==> config.mk <==
export PLATFORM = sky130hd
export DESIGN_NAME = midpoint_ellipse_rasterizer_core
export DESIGN_NICKNAME = d
export VERILOG_FILES = /design/src/design/mer_pkg.sv /design/src/design/midpoint_ellipse_rasterizer_core.sv /design/src/design/mer_front.sv /design/src/design/mer_back.sv
export SDC_FILE = /design/constraint.sdc
export NUM_CORES = 2
export LEC_CHECK = 0
export ABC_CLOCK_PERIOD_IN_PS = 13600
export BUFFER_PORTS_ARGS = -buffer_cell sky130_fd_sc_hd__buf_2
export CORE_ASPECT_RATIO = 0.75
export CORE_MARGIN = 3
export CORE_UTILIZATION = 55
export DETAILED_ROUTE_END_ITERATION = 16
export PLACE_DENSITY = 0.83
export SETUP_SLACK_MARGIN = 0.1
export SLEW_MARGIN = 40
export SYNTH_ARGS = -nofsm -noshare
export SYNTH_HDL_FRONTEND = slang
export SYNTH_HIERARCHICAL = 1
export SYNTH_SLANG_ARGS = --single-unit
==> constraint.sdc <==
create_clock -name clk -period 13.6 [get_ports clk]
set_input_delay 2.04 -clock clk [delete_from_list [all_inputs] [get_ports clk]]
set_output_delay 2.04 -clock clk [all_outputs]
set_load 0.01 [all_outputs]
==> src/design/mer_pkg.sv <==
package mer_pkg;

	// Kind of a queued transaction, decided in the front part
	typedef enum logic {
		KIND_START = 1'b0,
		KIND_STEP  = 1'b1
	} kind_t;

	// Status of the back part, seen by the top level
	typedef struct packed {
		logic idle;   // sequencer waits for the next queued transaction
		logic emit;   // result register loads this cycle
	} status_t;

	// Queue between the front and the back part
	localparam int Q_DEPTH    = 2;
	localparam int Q_PTR_BITS = $clog2(Q_DEPTH);
	localparam int Q_CNT_BITS = $clog2(Q_DEPTH + 1);

endpackage

==> src/design/midpoint_ellipse_rasterizer_core.sv <==
// Channel  | handshake              | payload
// ---------+------------------------+-----------------------------------------------
// input    | in_valid / in_stall    | operation, center_x, center_y, radius_x, radius_y
// output   | out_valid / out_stall  | q1_x..q4_y, points_valid, done_res
//
// States: a start runs LD1..LD3; a region-one step CK2, CK3, UP2, UP3;
//   a region-two step UP2, UP3; a crossing step CK2, CK3, EN2..EN7, UP2, UP3; a step
//   after the arc FIN; a single shared multiplier, one registered product a cycle.
// Reset: arst_n clears the queue and the sequencer; steps before any start report done.
// Stalls: a two-entry queue keeps the input side moving while the back part works;
//   a result register lets the back part take the next transaction under out_stall.
module midpoint_ellipse_rasterizer_core #(
	parameter int COORD_BITS  = 11,
	parameter int RADIUS_BITS = 10
) (
	input  logic                          clk,
	input  logic                          arst_n,
	input  logic                          in_valid,
	output logic                          in_stall,
	input  logic                          operation,
	input  logic signed [COORD_BITS-1:0]  center_x,
	input  logic signed [COORD_BITS-1:0]  center_y,
	input  logic [RADIUS_BITS-1:0]        radius_x,
	input  logic [RADIUS_BITS-1:0]        radius_y,
	output logic                          out_valid,
	input  logic                          out_stall,
	output logic signed [COORD_BITS:0]    q1_x,
	output logic signed [COORD_BITS:0]    q1_y,
	output logic signed [COORD_BITS:0]    q2_x,
	output logic signed [COORD_BITS:0]    q2_y,
	output logic signed [COORD_BITS:0]    q3_x,
	output logic signed [COORD_BITS:0]    q3_y,
	output logic signed [COORD_BITS:0]    q4_x,
	output logic signed [COORD_BITS:0]    q4_y,
	output logic                          points_valid,
	output logic                          done_res
);
	import mer_pkg::*;

	// Queue head, seen by the back part
	logic                          head_valid;
	kind_t                         head_kind;
	logic signed [COORD_BITS-1:0]  head_center_x;
	logic signed [COORD_BITS-1:0]  head_center_y;
	logic [RADIUS_BITS-1:0]        head_radius_x;
	logic [RADIUS_BITS-1:0]        head_radius_y;
	logic                          pop;
	status_t                       status;

	// Front: accept transactions, tag start or step, hold them in the queue
	mer_front #(
		.COORD_BITS  (COORD_BITS),
		.RADIUS_BITS (RADIUS_BITS)
	) u_front (
		.clk           (clk),
		.arst_n        (arst_n),
		.in_valid      (in_valid),
		.in_stall      (in_stall),
		.operation     (operation),
		.center_x      (center_x),
		.center_y      (center_y),
		.radius_x      (radius_x),
		.radius_y      (radius_y),
		.pop           (pop),
		.head_valid    (head_valid),
		.head_kind     (head_kind),
		.head_center_x (head_center_x),
		.head_center_y (head_center_y),
		.head_radius_x (head_radius_x),
		.head_radius_y (head_radius_y)
	);

	// Back: load geometry, test the region, advance the decision variable,
	// drive the result register
	mer_back #(
		.COORD_BITS  (COORD_BITS),
		.RADIUS_BITS (RADIUS_BITS)
	) u_back (
		.clk           (clk),
		.arst_n        (arst_n),
		.head_valid    (head_valid),
		.head_kind     (head_kind),
		.head_center_x (head_center_x),
		.head_center_y (head_center_y),
		.head_radius_x (head_radius_x),
		.head_radius_y (head_radius_y),
		.pop           (pop),
		.status        (status),
		.out_valid     (out_valid),
		.out_stall     (out_stall),
		.q1_x          (q1_x),
		.q1_y          (q1_y),
		.q2_x          (q2_x),
		.q2_y          (q2_y),
		.q3_x          (q3_x),
		.q3_y          (q3_y),
		.q4_x          (q4_x),
		.q4_y          (q4_y),
		.points_valid  (points_valid),
		.done_res      (done_res)
	);

`ifndef ASSERT_OFF
	// Never pop an empty queue
	a_pop_has_item: assert property (@(posedge clk) disable iff (!arst_n)
		pop |-> head_valid)
		else $error("queue popped while empty");

	// Take a new transaction only from the idle sequencer
	a_pop_when_idle: assert property (@(posedge clk) disable iff (!arst_n)
		pop |-> status.idle)
		else $error("queue popped while sequencer busy");

	// A loaded result shows on the output in the next cycle
	a_emit_shows: assert property (@(posedge clk) disable iff (!arst_n)
		status.emit |=> out_valid)
		else $error("loaded result not presented");

	// A result without points is always a finished arc
	a_empty_is_done: assert property (@(posedge clk) disable iff (!arst_n)
		(out_valid && !points_valid) |-> done_res)
		else $error("result without points not marked done");
`endif

endmodule

==> src/design/mer_front.sv <==
module mer_front #(
	parameter int COORD_BITS  = 11,
	parameter int RADIUS_BITS = 10
) (
	input  logic                          clk,
	input  logic                          arst_n,
	input  logic                          in_valid,
	output logic                          in_stall,
	input  logic                          operation,
	input  logic signed [COORD_BITS-1:0]  center_x,
	input  logic signed [COORD_BITS-1:0]  center_y,
	input  logic [RADIUS_BITS-1:0]        radius_x,
	input  logic [RADIUS_BITS-1:0]        radius_y,
	input  logic                          pop,
	output logic                          head_valid,
	output mer_pkg::kind_t                head_kind,
	output logic signed [COORD_BITS-1:0]  head_center_x,
	output logic signed [COORD_BITS-1:0]  head_center_y,
	output logic [RADIUS_BITS-1:0]        head_radius_x,
	output logic [RADIUS_BITS-1:0]        head_radius_y
);
	import mer_pkg::*;

	kind_t                         kind_q [Q_DEPTH];
	logic signed [COORD_BITS-1:0]  cx_q   [Q_DEPTH];
	logic signed [COORD_BITS-1:0]  cy_q   [Q_DEPTH];
	logic [RADIUS_BITS-1:0]        rx_q   [Q_DEPTH];
	logic [RADIUS_BITS-1:0]        ry_q   [Q_DEPTH];

	logic [Q_PTR_BITS-1:0] wr_ptr_q;
	logic [Q_PTR_BITS-1:0] rd_ptr_q;
	logic [Q_CNT_BITS-1:0] count_q;
	logic                  push;
	kind_t                 in_kind;

	assign in_stall   = (count_q == Q_CNT_BITS'(Q_DEPTH));
	assign push       = in_valid && !in_stall;
	assign head_valid = (count_q != '0);
	assign in_kind    = operation ? KIND_STEP : KIND_START;

	assign head_kind     = kind_q[rd_ptr_q];
	assign head_center_x = cx_q[rd_ptr_q];
	assign head_center_y = cy_q[rd_ptr_q];
	assign head_radius_x = rx_q[rd_ptr_q];
	assign head_radius_y = ry_q[rd_ptr_q];

	always_ff @(posedge clk or negedge arst_n) begin
		if (!arst_n) begin
			wr_ptr_q <= '0;
			rd_ptr_q <= '0;
			count_q  <= '0;
		end else begin
			if (push) begin
				wr_ptr_q <= (wr_ptr_q == Q_PTR_BITS'(Q_DEPTH - 1)) ? '0 : wr_ptr_q + 1'b1;
			end
			if (pop) begin
				rd_ptr_q <= (rd_ptr_q == Q_PTR_BITS'(Q_DEPTH - 1)) ? '0 : rd_ptr_q + 1'b1;
			end
			unique case ({push, pop})
				2'b10:   count_q <= count_q + 1'b1;
				2'b01:   count_q <= count_q - 1'b1;
				default: count_q <= count_q;
			endcase
		end
	end

	// Payload: no reset
	always_ff @(posedge clk) begin
		if (push) begin
			kind_q[wr_ptr_q] <= in_kind;
			cx_q[wr_ptr_q]   <= center_x;
			cy_q[wr_ptr_q]   <= center_y;
			rx_q[wr_ptr_q]   <= radius_x;
			ry_q[wr_ptr_q]   <= radius_y;
		end
	end

endmodule

==> src/design/mer_back.sv <==
module mer_back #(
	parameter int COORD_BITS  = 11,
	parameter int RADIUS_BITS = 10
) (
	input  logic                          clk,
	input  logic                          arst_n,
	input  logic                          head_valid,
	input  mer_pkg::kind_t                head_kind,
	input  logic signed [COORD_BITS-1:0]  head_center_x,
	input  logic signed [COORD_BITS-1:0]  head_center_y,
	input  logic [RADIUS_BITS-1:0]        head_radius_x,
	input  logic [RADIUS_BITS-1:0]        head_radius_y,
	output logic                          pop,
	output mer_pkg::status_t              status,
	output logic                          out_valid,
	input  logic                          out_stall,
	output logic signed [COORD_BITS:0]    q1_x,
	output logic signed [COORD_BITS:0]    q1_y,
	output logic signed [COORD_BITS:0]    q2_x,
	output logic signed [COORD_BITS:0]    q2_y,
	output logic signed [COORD_BITS:0]    q3_x,
	output logic signed [COORD_BITS:0]    q3_y,
	output logic signed [COORD_BITS:0]    q4_x,
	output logic signed [COORD_BITS:0]    q4_y,
	output logic                          points_valid,
	output logic                          done_res
);
	import mer_pkg::*;

	localparam int C   = COORD_BITS;
	localparam int R   = RADIUS_BITS;
	localparam int XW  = R + 1;                      // step x (unsigned), step y (signed)
	localparam int R2W = 2 * R;                      // squared semi-axis
	localparam int AW  = 3 * R + 3;                  // multiplier operand a, signed
	localparam int BW  = R + 4;                      // multiplier operand b, signed
	localparam int PW  = AW + BW;                    // product
	localparam int DW  = 4 * R + 8;                  // decision variable times four
	localparam int SW  = ((C > R + 2) ? C : R + 2) + 1;
	localparam int OW  = C + 1;

	localparam logic [3:0] ST_IDLE = 4'd0;
	localparam logic [3:0] ST_LD1  = 4'd1;
	localparam logic [3:0] ST_LD2  = 4'd2;
	localparam logic [3:0] ST_LD3  = 4'd3;
	localparam logic [3:0] ST_CK2  = 4'd4;
	localparam logic [3:0] ST_CK3  = 4'd5;
	localparam logic [3:0] ST_EN2  = 4'd6;
	localparam logic [3:0] ST_EN3  = 4'd7;
	localparam logic [3:0] ST_EN4  = 4'd8;
	localparam logic [3:0] ST_EN5  = 4'd9;
	localparam logic [3:0] ST_EN6  = 4'd10;
	localparam logic [3:0] ST_EN7  = 4'd11;
	localparam logic [3:0] ST_UP2  = 4'd12;
	localparam logic [3:0] ST_UP3  = 4'd13;
	localparam logic [3:0] ST_FIN  = 4'd14;

	logic [3:0] state_q;

	// Ellipse state
	logic signed [C-1:0]   ox_q, oy_q;
	logic [R-1:0]          ry_q;
	logic [R2W-1:0]        rx2_q, ry2_q;
	logic [XW-1:0]         x_q;
	logic signed [XW-1:0]  y_q;
	logic signed [DW-1:0]  d_q;
	logic                  r2_q;

	// Datapath temporaries
	logic signed [PW-1:0]  mq_q, t_q;
	logic signed [DW-1:0]  acc_q;
	logic                  out_valid_q;

	logic signed [AW-1:0]  mul_a;
	logic signed [BW-1:0]  mul_b;
	logic signed [AW-1:0]  a_rx2, a_ry2, a_mq, a_rxh, a_ry;
	logic signed [BW-1:0]  b_x, b_y, b_2x3, b_2x2, b_tx, b_2m2y, b_3m2y, b_ym1, b_rxh, b_ry;
	logic signed [DW-1:0]  mq_ext, t_ext, rx2_ext, ry2_ext, d_step;
	logic                  neg, pos, sel, slot_free, emit, is_less;
	logic [XW-1:0]         x_next;
	logic signed [XW-1:0]  y_next;
	logic signed [SW-1:0]  ox_s, oy_s, x_s, y_s;
	logic signed [SW-1:0]  px_sum, px_dif, py_sum, py_dif;

	assign a_rx2 = {{(AW - R2W){1'b0}}, rx2_q};
	assign a_ry2 = {{(AW - R2W){1'b0}}, ry2_q};
	assign a_mq  = mq_q[AW-1:0];
	assign a_rxh = {{(AW - R){1'b0}}, head_radius_x};
	assign a_ry  = {{(AW - R){1'b0}}, ry_q};

	assign b_x    = {{(BW - XW){1'b0}}, x_q};
	assign b_y    = {{(BW - XW){y_q[XW-1]}}, y_q};
	assign b_2x3  = (b_x <<< 1) + BW'(3);
	assign b_2x2  = (b_x <<< 1) + BW'(2);
	assign b_tx   = (b_x <<< 1) + BW'(1);
	assign b_2m2y = BW'(2) - (b_y <<< 1);
	assign b_3m2y = BW'(3) - (b_y <<< 1);
	assign b_ym1  = b_y - BW'(1);
	assign b_rxh  = {{(BW - R){1'b0}}, head_radius_x};
	assign b_ry   = {{(BW - R){1'b0}}, ry_q};

	assign mq_ext  = {{(DW - PW){mq_q[PW-1]}}, mq_q};
	assign t_ext   = {{(DW - PW){t_q[PW-1]}}, t_q};
	assign rx2_ext = {{(DW - R2W){1'b0}}, rx2_q};
	assign ry2_ext = {{(DW - R2W){1'b0}}, ry2_q};

	// Region test: ry^2*x (held) against rx^2*y (fresh product)
	assign is_less = (t_q < mq_q);

	// Step update: t holds the first increment, mq the second
	assign neg    = d_q[DW-1];
	assign pos    = !neg && (d_q != '0);
	assign sel    = r2_q ? !pos : !neg;
	assign d_step = d_q + (t_ext <<< 2) + (sel ? (mq_ext <<< 2) : '0);
	assign x_next = (!r2_q || sel) ? x_q + 1'b1 : x_q;
	assign y_next = (r2_q || sel) ? y_q - XW'(1) : y_q;

	assign slot_free = !out_valid_q || !out_stall;
	assign emit      = ((state_q == ST_UP3) || (state_q == ST_FIN)) && slot_free;
	assign pop       = (state_q == ST_IDLE) && head_valid;

	assign status.idle = (state_q == ST_IDLE);
	assign status.emit = emit;

	// Mirrored points of the current (x,y)
	assign ox_s   = {{(SW - C){ox_q[C-1]}}, ox_q};
	assign oy_s   = {{(SW - C){oy_q[C-1]}}, oy_q};
	assign x_s    = {{(SW - XW){1'b0}}, x_q};
	assign y_s    = {{(SW - XW){y_q[XW-1]}}, y_q};
	assign px_sum = ox_s + x_s;
	assign px_dif = ox_s - x_s;
	assign py_sum = oy_s + y_s;
	assign py_dif = oy_s - y_s;

	// Operand select of the shared multiplier; product lands in mq_q next cycle
	always_comb begin
		mul_a = a_rx2;
		mul_b = b_ry;
		unique case (state_q)
			ST_IDLE: begin
				if (head_kind == KIND_START) begin
					mul_a = a_rxh;
					mul_b = b_rxh;
				end else if (r2_q) begin
					mul_a = a_rx2;
					mul_b = b_3m2y;
				end else begin
					mul_a = a_ry2;
					mul_b = b_x;
				end
			end
			ST_LD1: begin
				mul_a = a_ry;
				mul_b = b_ry;
			end
			ST_LD2: begin
				mul_a = a_rx2;
				mul_b = b_ry;
			end
			ST_CK2: begin
				mul_a = a_rx2;
				mul_b = b_y;
			end
			ST_CK3: begin
				mul_a = a_ry2;
				mul_b = is_less ? b_2x3 : b_tx;
			end
			ST_EN2: begin
				mul_a = a_mq;
				mul_b = b_tx;
			end
			ST_EN3: begin
				mul_a = a_rx2;
				mul_b = b_ym1;
			end
			ST_EN4: begin
				mul_a = a_mq;
				mul_b = b_ym1;
			end
			ST_EN5: begin
				mul_a = a_rx2;
				mul_b = b_ry;
			end
			ST_EN6: begin
				mul_a = a_mq;
				mul_b = b_ry;
			end
			ST_EN7: begin
				mul_a = a_rx2;
				mul_b = b_3m2y;
			end
			ST_UP2, ST_UP3: begin
				mul_a = r2_q ? a_ry2 : a_rx2;
				mul_b = r2_q ? b_2x2 : b_2m2y;
			end
			default: begin
				mul_a = a_rx2;
				mul_b = b_ry;
			end
		endcase
	end

	always_ff @(posedge clk or negedge arst_n) begin
		if (!arst_n) begin
			state_q     <= ST_IDLE;
			out_valid_q <= 1'b0;
			ox_q        <= '0;
			oy_q        <= '0;
			ry_q        <= '0;
			rx2_q       <= '0;
			ry2_q       <= '0;
			x_q         <= '0;
			y_q         <= '1;
			d_q         <= '0;
			r2_q        <= 1'b0;
		end else begin
			if (emit) begin
				out_valid_q <= 1'b1;
			end else if (!out_stall) begin
				out_valid_q <= 1'b0;
			end
			unique case (state_q)
				ST_IDLE: begin
					if (head_valid) begin
						if (head_kind == KIND_START) begin
							ox_q    <= head_center_x;
							oy_q    <= head_center_y;
							ry_q    <= head_radius_y;
							x_q     <= '0;
							y_q     <= {1'b0, head_radius_y};
							r2_q    <= 1'b0;
							state_q <= ST_LD1;
						end else if (y_q[XW-1]) begin
							state_q <= ST_FIN;
						end else if (r2_q) begin
							state_q <= ST_UP2;
						end else begin
							state_q <= ST_CK2;
						end
					end
				end
				ST_LD1: begin
					rx2_q   <= mq_q[R2W-1:0];
					state_q <= ST_LD2;
				end
				ST_LD2: begin
					ry2_q   <= mq_q[R2W-1:0];
					state_q <= ST_LD3;
				end
				ST_LD3: begin
					d_q     <= (ry2_ext <<< 2) - (mq_ext <<< 2) + rx2_ext;
					state_q <= ST_IDLE;
				end
				ST_CK2: state_q <= ST_CK3;
				ST_CK3: state_q <= is_less ? ST_UP2 : ST_EN2;
				ST_EN2: state_q <= ST_EN3;
				ST_EN3: state_q <= ST_EN4;
				ST_EN4: state_q <= ST_EN5;
				ST_EN5: state_q <= ST_EN6;
				ST_EN6: state_q <= ST_EN7;
				ST_EN7: begin
					d_q     <= acc_q - (mq_ext <<< 2);
					r2_q    <= 1'b1;
					state_q <= ST_UP2;
				end
				ST_UP2: state_q <= ST_UP3;
				ST_UP3: begin
					if (slot_free) begin
						d_q     <= d_step;
						x_q     <= x_next;
						y_q     <= y_next;
						state_q <= ST_IDLE;
					end
				end
				ST_FIN: begin
					if (slot_free) begin
						state_q <= ST_IDLE;
					end
				end
				default: state_q <= ST_IDLE;
			endcase
		end
	end

	always_ff @(posedge clk) begin
		mq_q <= mul_a * mul_b;
		if ((state_q == ST_CK2) || (state_q == ST_UP2)) begin
			t_q <= mq_q;
		end
		if (state_q == ST_EN3) begin
			acc_q <= mq_ext;
		end else if (state_q == ST_EN5) begin
			acc_q <= acc_q + (mq_ext <<< 2);
		end
		if (emit) begin
			if (state_q == ST_FIN) begin
				q1_x         <= '0;
				q1_y         <= '0;
				q2_x         <= '0;
				q2_y         <= '0;
				q3_x         <= '0;
				q3_y         <= '0;
				q4_x         <= '0;
				q4_y         <= '0;
				points_valid <= 1'b0;
				done_res     <= 1'b1;
			end else begin
				q1_x         <= px_sum[OW-1:0];
				q1_y         <= py_sum[OW-1:0];
				q2_x         <= px_dif[OW-1:0];
				q2_y         <= py_sum[OW-1:0];
				q3_x         <= px_dif[OW-1:0];
				q3_y         <= py_dif[OW-1:0];
				q4_x         <= px_sum[OW-1:0];
				q4_y         <= py_dif[OW-1:0];
				points_valid <= 1'b1;
				done_res     <= r2_q && y_next[XW-1];
			end
		end
	end

	assign out_valid = out_valid_q;

endmodule

Word-level counts from Yosys, hierarchy flattened
Memory sizes are Yosys's and may differ from the RTL's. A register that Yosys moved wholly into a read port is not among the register bits.
Cells that the tools add are included.
{"block": "classes", "addsub": 22, "multipliers": 1, "n_lt_le_gt_ge": 1, "eq_ne": 24, "mux": 44, "bitwise_logic": 1, "n_reduce_logical": 37}
{"cell": "$mux 48", "n": 4}
{"cell": "$pmux 33 s5", "n": 1}
{"cell": "$add 48x48->48", "n": 3}
{"cell": "$pmux 48 s3", "n": 1}
{"cell": "$pmux 14 s7", "n": 1}
{"cell": "$mux 11", "n": 8}
{"cell": "$mux 20", "n": 3}
{"cell": "$mux 14", "n": 4}
{"cell": "$pmux 4 s13", "n": 1}
{"cell": "$add 48x21->48", "n": 1}
{"cell": "$reduce_bool 48->1", "n": 1}
{"cell": "$sub 23x48->48", "n": 1}
{"cell": "$sub 48x48->48", "n": 1}
{"cell": "$lt 47x47->1", "n": 1}
{"cell": "$mul 33x14->47", "n": 1}
{"cell": "$pmux 11 s2", "n": 2}
{"cell": "$eq 4x4->1 const B", "n": 7}
{"cell": "$add 12x2->13 const B", "n": 2}
{"cell": "$sub 3x12->13 const A", "n": 2}
{"cell": "$mux 4", "n": 6}
{"cell": "$eq 4x3->1 const B", "n": 4}
{"cell": "$add 12x1->13 const B", "n": 1}
{"cell": "$add 11x11->12", "n": 1}
{"cell": "$add 11x12->12", "n": 1}
{"cell": "30 further kinds", "n": 72}
{"block": "totals", "register_bits": 322, "mem_bits_rw": 86, "input_bits": 47, "output_inout_bits": 100, "word_cells": 157, "n_memories": 5}
{"name": "u_front.cx_q", "words": 2, "word_bits": 11, "read_ports": 1, "rd_ports_with_merged_regs": 1, "wr": 1, "line_no": "mer_front.sv:25", "source": "logic signed [COORD_BITS-1:0] cx_q [Q_DEPTH];"}
{"name": "u_front.cy_q", "words": 2, "word_bits": 11, "read_ports": 1, "rd_ports_with_merged_regs": 1, "wr": 1, "line_no": "mer_front.sv:26", "source": "logic signed [COORD_BITS-1:0] cy_q [Q_DEPTH];"}
{"name": "u_front.rx_q", "words": 2, "word_bits": 10, "read_ports": 1, "rd_ports_with_merged_regs": 0, "wr": 1, "line_no": "mer_front.sv:27", "source": "logic [RADIUS_BITS-1:0] rx_q [Q_DEPTH];"}
{"name": "u_front.ry_q", "words": 2, "word_bits": 10, "read_ports": 1, "rd_ports_with_merged_regs": 0, "wr": 1, "line_no": "mer_front.sv:28", "source": "logic [RADIUS_BITS-1:0] ry_q [Q_DEPTH];"}
{"name": "u_front.kind_q", "words": 2, "word_bits": 1, "read_ports": 1, "rd_ports_with_merged_regs": 0, "wr": 1, "line_no": "mer_front.sv:24", "source": "kind_t kind_q [Q_DEPTH];"}

Depth between registers and ports, before layout
{"block": "depth", "ltp_word": 8, "depth_mapped": 42, "mapped_depth_nobuf": 39}

Hierarchy
The synthesis kept the hierarchy.
{"mod": "mer_back", "instances": 1, "cells_per_inst": 5061, "area_per_inst_um2": 43518.0, "seq_area_each_um2": 8952.3}
{"mod": "mer_front", "instances": 1, "cells_per_inst": 151, "area_per_inst_um2": 3494.6, "seq_area_each_um2": 2682.6}

Worst setup path before layout
OpenSTA, ideal clock, no wires.
{"block": "synth_path", "path_kind": "register to register", "from": "reg u_back.state_q[1]", "to": "reg u_back.mq_q[43]", "arrival_time_ns": 10.267, "required_time_ns": 13.528, "setup_slack_ns": 3.261, "path_stages_with_launch": 29, "path_buffers": 2, "synth_period_minus_slack_ns": 10.339, "path_cell_list": "dfrtp_1 > clkbuf_1 > nor3_1 > a21oi_1 > mux2i_1 > o21ai_0 > and4_1 > clkbuf_1 > nor2_1 > fa_1 > fa_1 > fa_1 > fa_1 > fa_1 > inv_1 > fa_1 > inv_1 > ha_1 > and4_1 > and2_1 > a221oi_1 > o211ai_1 > a221o_1 > a32oi_1 > o21ai_0 > nand2_1 > o22ai_1 > o41ai_1 > xnor2_1"}
{"block": "synth_between", "elab_chain_len": 4}
{"element": "start, declared", "line_no": "mer_back.sv:57", "source": "logic [3:0] state_q;"}
{"element": "start signal, assigned", "line_no": "mer_back.sv:254", "source": "ST_CK3: state_q <= is_less ? ST_UP2 : ST_EN2;"}
{"element": "$eq 4x3->1 / $eq 4x4->1 (equally long branches)", "line_no": "mer_back.sv:138", "source": "unique case (state_q)"}
{"element": "$reduce_or 3->1 (no source line), or another cell as far along"}
{"element": "$pmux 33 s5 / $pmux 14 s7 (equally long branches)", "line_no": "mer_back.sv:138"}
{"element": "$mul 33x14->47 *", "line_no": "mer_back.sv:285", "source": "mq_q <= mul_a * mul_b;"}
{"element": "end signal, assigned", "line_no": "mer_back.sv:285"}
{"element": "end, declared", "line_no": "mer_back.sv:69", "source": "logic signed [PW-1:0] mq_q, t_q;"}
Every way passes the cells marked *; elsewhere a longest branch is shown, timed or not.
A chain may end at the register's enable or synchronous reset.

Worst setup path after layout
{"block": "layout_path", "from": "reg u_back.mq_q[32]", "to": "reg u_back.mq_q[40]"}
{"block": "layout_between", "elab_chain_len": 4}
{"element": "$lt 47x47->1", "line_no": "mer_back.sv:107", "source": "assign is_less = (t_q < mq_q);"}
{"element": "$mux 14", "line_no": "mer_back.sv:165", "source": "mul_b = is_less ? b_2x3 : b_tx;"}
{"element": "$pmux 14 s7", "line_no": "mer_back.sv:138"}
{"element": "$mul 33x14->47 *", "line_no": "mer_back.sv:285"}
Marked as above.

==> reports/qor.txt <==
Mapped Area -> 47010 sq um
initial DRC count -> 5059
vias per cell -> 6.177
critical path required time -> 14.06 ns
drt pass-1 iters -> 6
Synth Area per Inst -> 9.020 sq um
Detailed Route WL -> 147800 um
TritonCTS buffer count -> 48
Slew Viols, Final -> 0
initial antenna violation count -> 6
CP Launch Type -> register
Gate Count Post-Synth -> 5211
hold path endpoint -> u_front/count_q[1]$_DFFE_PN0P_
worst-path maximum fanout -> 33
fin worst setup slack -> 2.403 ns
first-pass GRT wire length -> 229100 um
nets@finish -> 6100
delay of the slowest critical-path stage -> 0.61 ns
final setup violation count -> 0
routed vias -> 39356
DP Worst Slack -> 2.650 ns
WP buf/inv -> 9
fin cells -> 6371
Total Routing Usage GR -> 33.18%
core area -> 84380 sq um
outcome -> finished clean
DRC Markers -> 0
worst-margin pin slew -> 0.9139 ns
area delta synth->final -> 6.743%
average routed wire per standard cell -> 23.20 um
IO Count -> 147
post-CTS setup repair buffer count -> 0
Die Ht -> 259.2 um
fin crit period -> 11.20 ns
Mapped Nets -> 6109
GRT overflow -> 0
Clock transition at path regs -> 0.06 ns
Tightest Hold Check Type -> reg -> reg
cell mode on critical path -> inv_1
Die X -> 343.6 um
CP Depth -> 40
Largest delay share family, worst path -> adder cells
die area -> 89040 sq um
Hold Path Origin -> u_front/count_q[1]$_DFFE_PN0P_
critical path arrival -> 11.66 ns
number of global-route vias before repair -> 38792
r2r startpoint -> u_back/mq_q[32]$_DFF_P_
Post-DRT Antenna Nets -> 0
reg2reg setup slack -> 2.40 ns
highest clock rate -> 0.08931 GHz
H-tree level count -> 2
Initial Util -> 55.71%
post_cts resized -> 0
RR Endpoint -> u_back/mq_q[40]$_DFF_P_
Layout fillers -> 7051
clk buf depth -> 3
largest net degree at the start of global routing -> 86
max-cap violations -> 0
worst hold stages -> 1
Tcrit/Tclk final -> 82.33%
Slew headroom -> 38.93%
CP endpoint kind -> register
CTS Sinks -> 428
share of layout cells above drive strength 1 -> 9.004%
Setup Skew -> 0.03511 ns
r2r worst-path depth -> 40
Sum Neg Setup Slack -> 0 ns
Fin. Hold Viols -> 0
dpl cells -> 6279
detailed placement HPWL -> 117200 um
Port Buf Inserts -> 146
crit path kind -> reg -> reg
YS warnings -> 6
CTS tree -> yes
Skew-Pair Late Insertion Delay -> 0.62 ns
RSZ-0062 raised after global routing -> false
row count -> 92
clk root buf -> clkbuf_16
Crit-path slowest cell -> dfxtp_1
GP Congestion -> 1.032
# hold bufs at CTS -> 0
Hold Worst Slack -> 0.4997 ns
-- state kept, by name (all words and copies together) (netlist names), 22 cells and up --
register      cells
u_front/cy_q     22
u_back/acc_q     48
u_back/mq_q      47
u_front/cx_q     22
u_back/d_q       48
u_back/t_q       47
-- worst reg2reg max path, delay by kind of cell (launching register included) --
kind | cells | cell delay, ns
adder cells (fa/ha/maj) | 8 | 3.78
AO/OA/AOI/OAI | 13 | 3.39
AND/OR/NAND/NOR | 8 | 1.53
buffers and inverters | 9 | 1.22
flip-flops | 1 | 0.61
XOR/XNOR | 2 | 0.50
-- final cells by class --
| class | instances | area (sq um) | area share, % |
|---|---|---|---|
| Antenna cell | 1 | 2.502 | 0.004987 |
| Timing Repair Buffer | 217 | 1289 | 2.569 |
| Clock buffer | 60 | 1306 | 2.603 |
| Multi-Input combinational cell | 3798 | 31520 | 62.83 |
| Sequential cell | 428 | 11640 | 23.19 |
| Inverter | 709 | 2661 | 5.304 |
| Tap cell | 1128 | 1411 | 2.813 |
| Clock inverter | 30 | 344.1 | 0.6858 |
-- layer usage --
metal  part of all wire, %  track usage (%)
met5                 0.045                0
met4                   2.1            7.148
met3                    17            13.48
met2                    38            43.14
met1                    43            50.94
-- stage by stage --
stage | cell area, sq um | util (%)
floorplan | 47010 | -
global placement | 48470 | 57.44
detailed placement | 48490 | 57.46
CTS | 50140 | 59.42
global route | 50170 | 59.46
finish | 50170 | 59.47
-- worst max path at each step --
| stage | end | start | slack [ns] |
|---|---|---|---|
| global placement | u_back/mq_q[40]$_DFF_P_ | u_back/mq_q[32]$_DFF_P_ | 2.69 |
| global route | u_back/mq_q[40]$_DFF_P_ | u_back/mq_q[32]$_DFF_P_ | 1.71 |
| CTS | u_back/mq_q[40]$_DFF_P_ | u_back/mq_q[32]$_DFF_P_ | 2.59 |
| floorplan | u_back/mq_q[43]$_DFF_P_ | u_back/state_q[1]$_DFFE_PN0P_ | 3.26 |
| finish | u_back/mq_q[40]$_DFF_P_ | u_back/mq_q[32]$_DFF_P_ | 2.40 |
| detailed placement | u_back/mq_q[40]$_DFF_P_ | u_back/mq_q[32]$_DFF_P_ | 2.65 |
-- placed cells by master, fill, tap and decap left out, drive strengths merged, types with 20 or more instances in the layout --
master    n
a211oi   20
a21o     78
a21oi   373
a221oi   26
a22oi    30
a31oi    29
and2     39
and3     29
buf     216
clkbuf   61
dfrtp   141
dfxtp    47
edfxtp  229
fa      493
ha      358
inv     708
mux2     78
nand2   480
nand2b   48
nand3    65
nand4    43
nor2    560
nor2b    35
nor3    108
o21a     31
o21ai   264
o21bai   58
o22ai    38
o31ai    21
xnor2   215
xor2     48
Power is not shown: default switching activity piles up to over one toggle a cycle in this logic, so the estimate is an artifact.
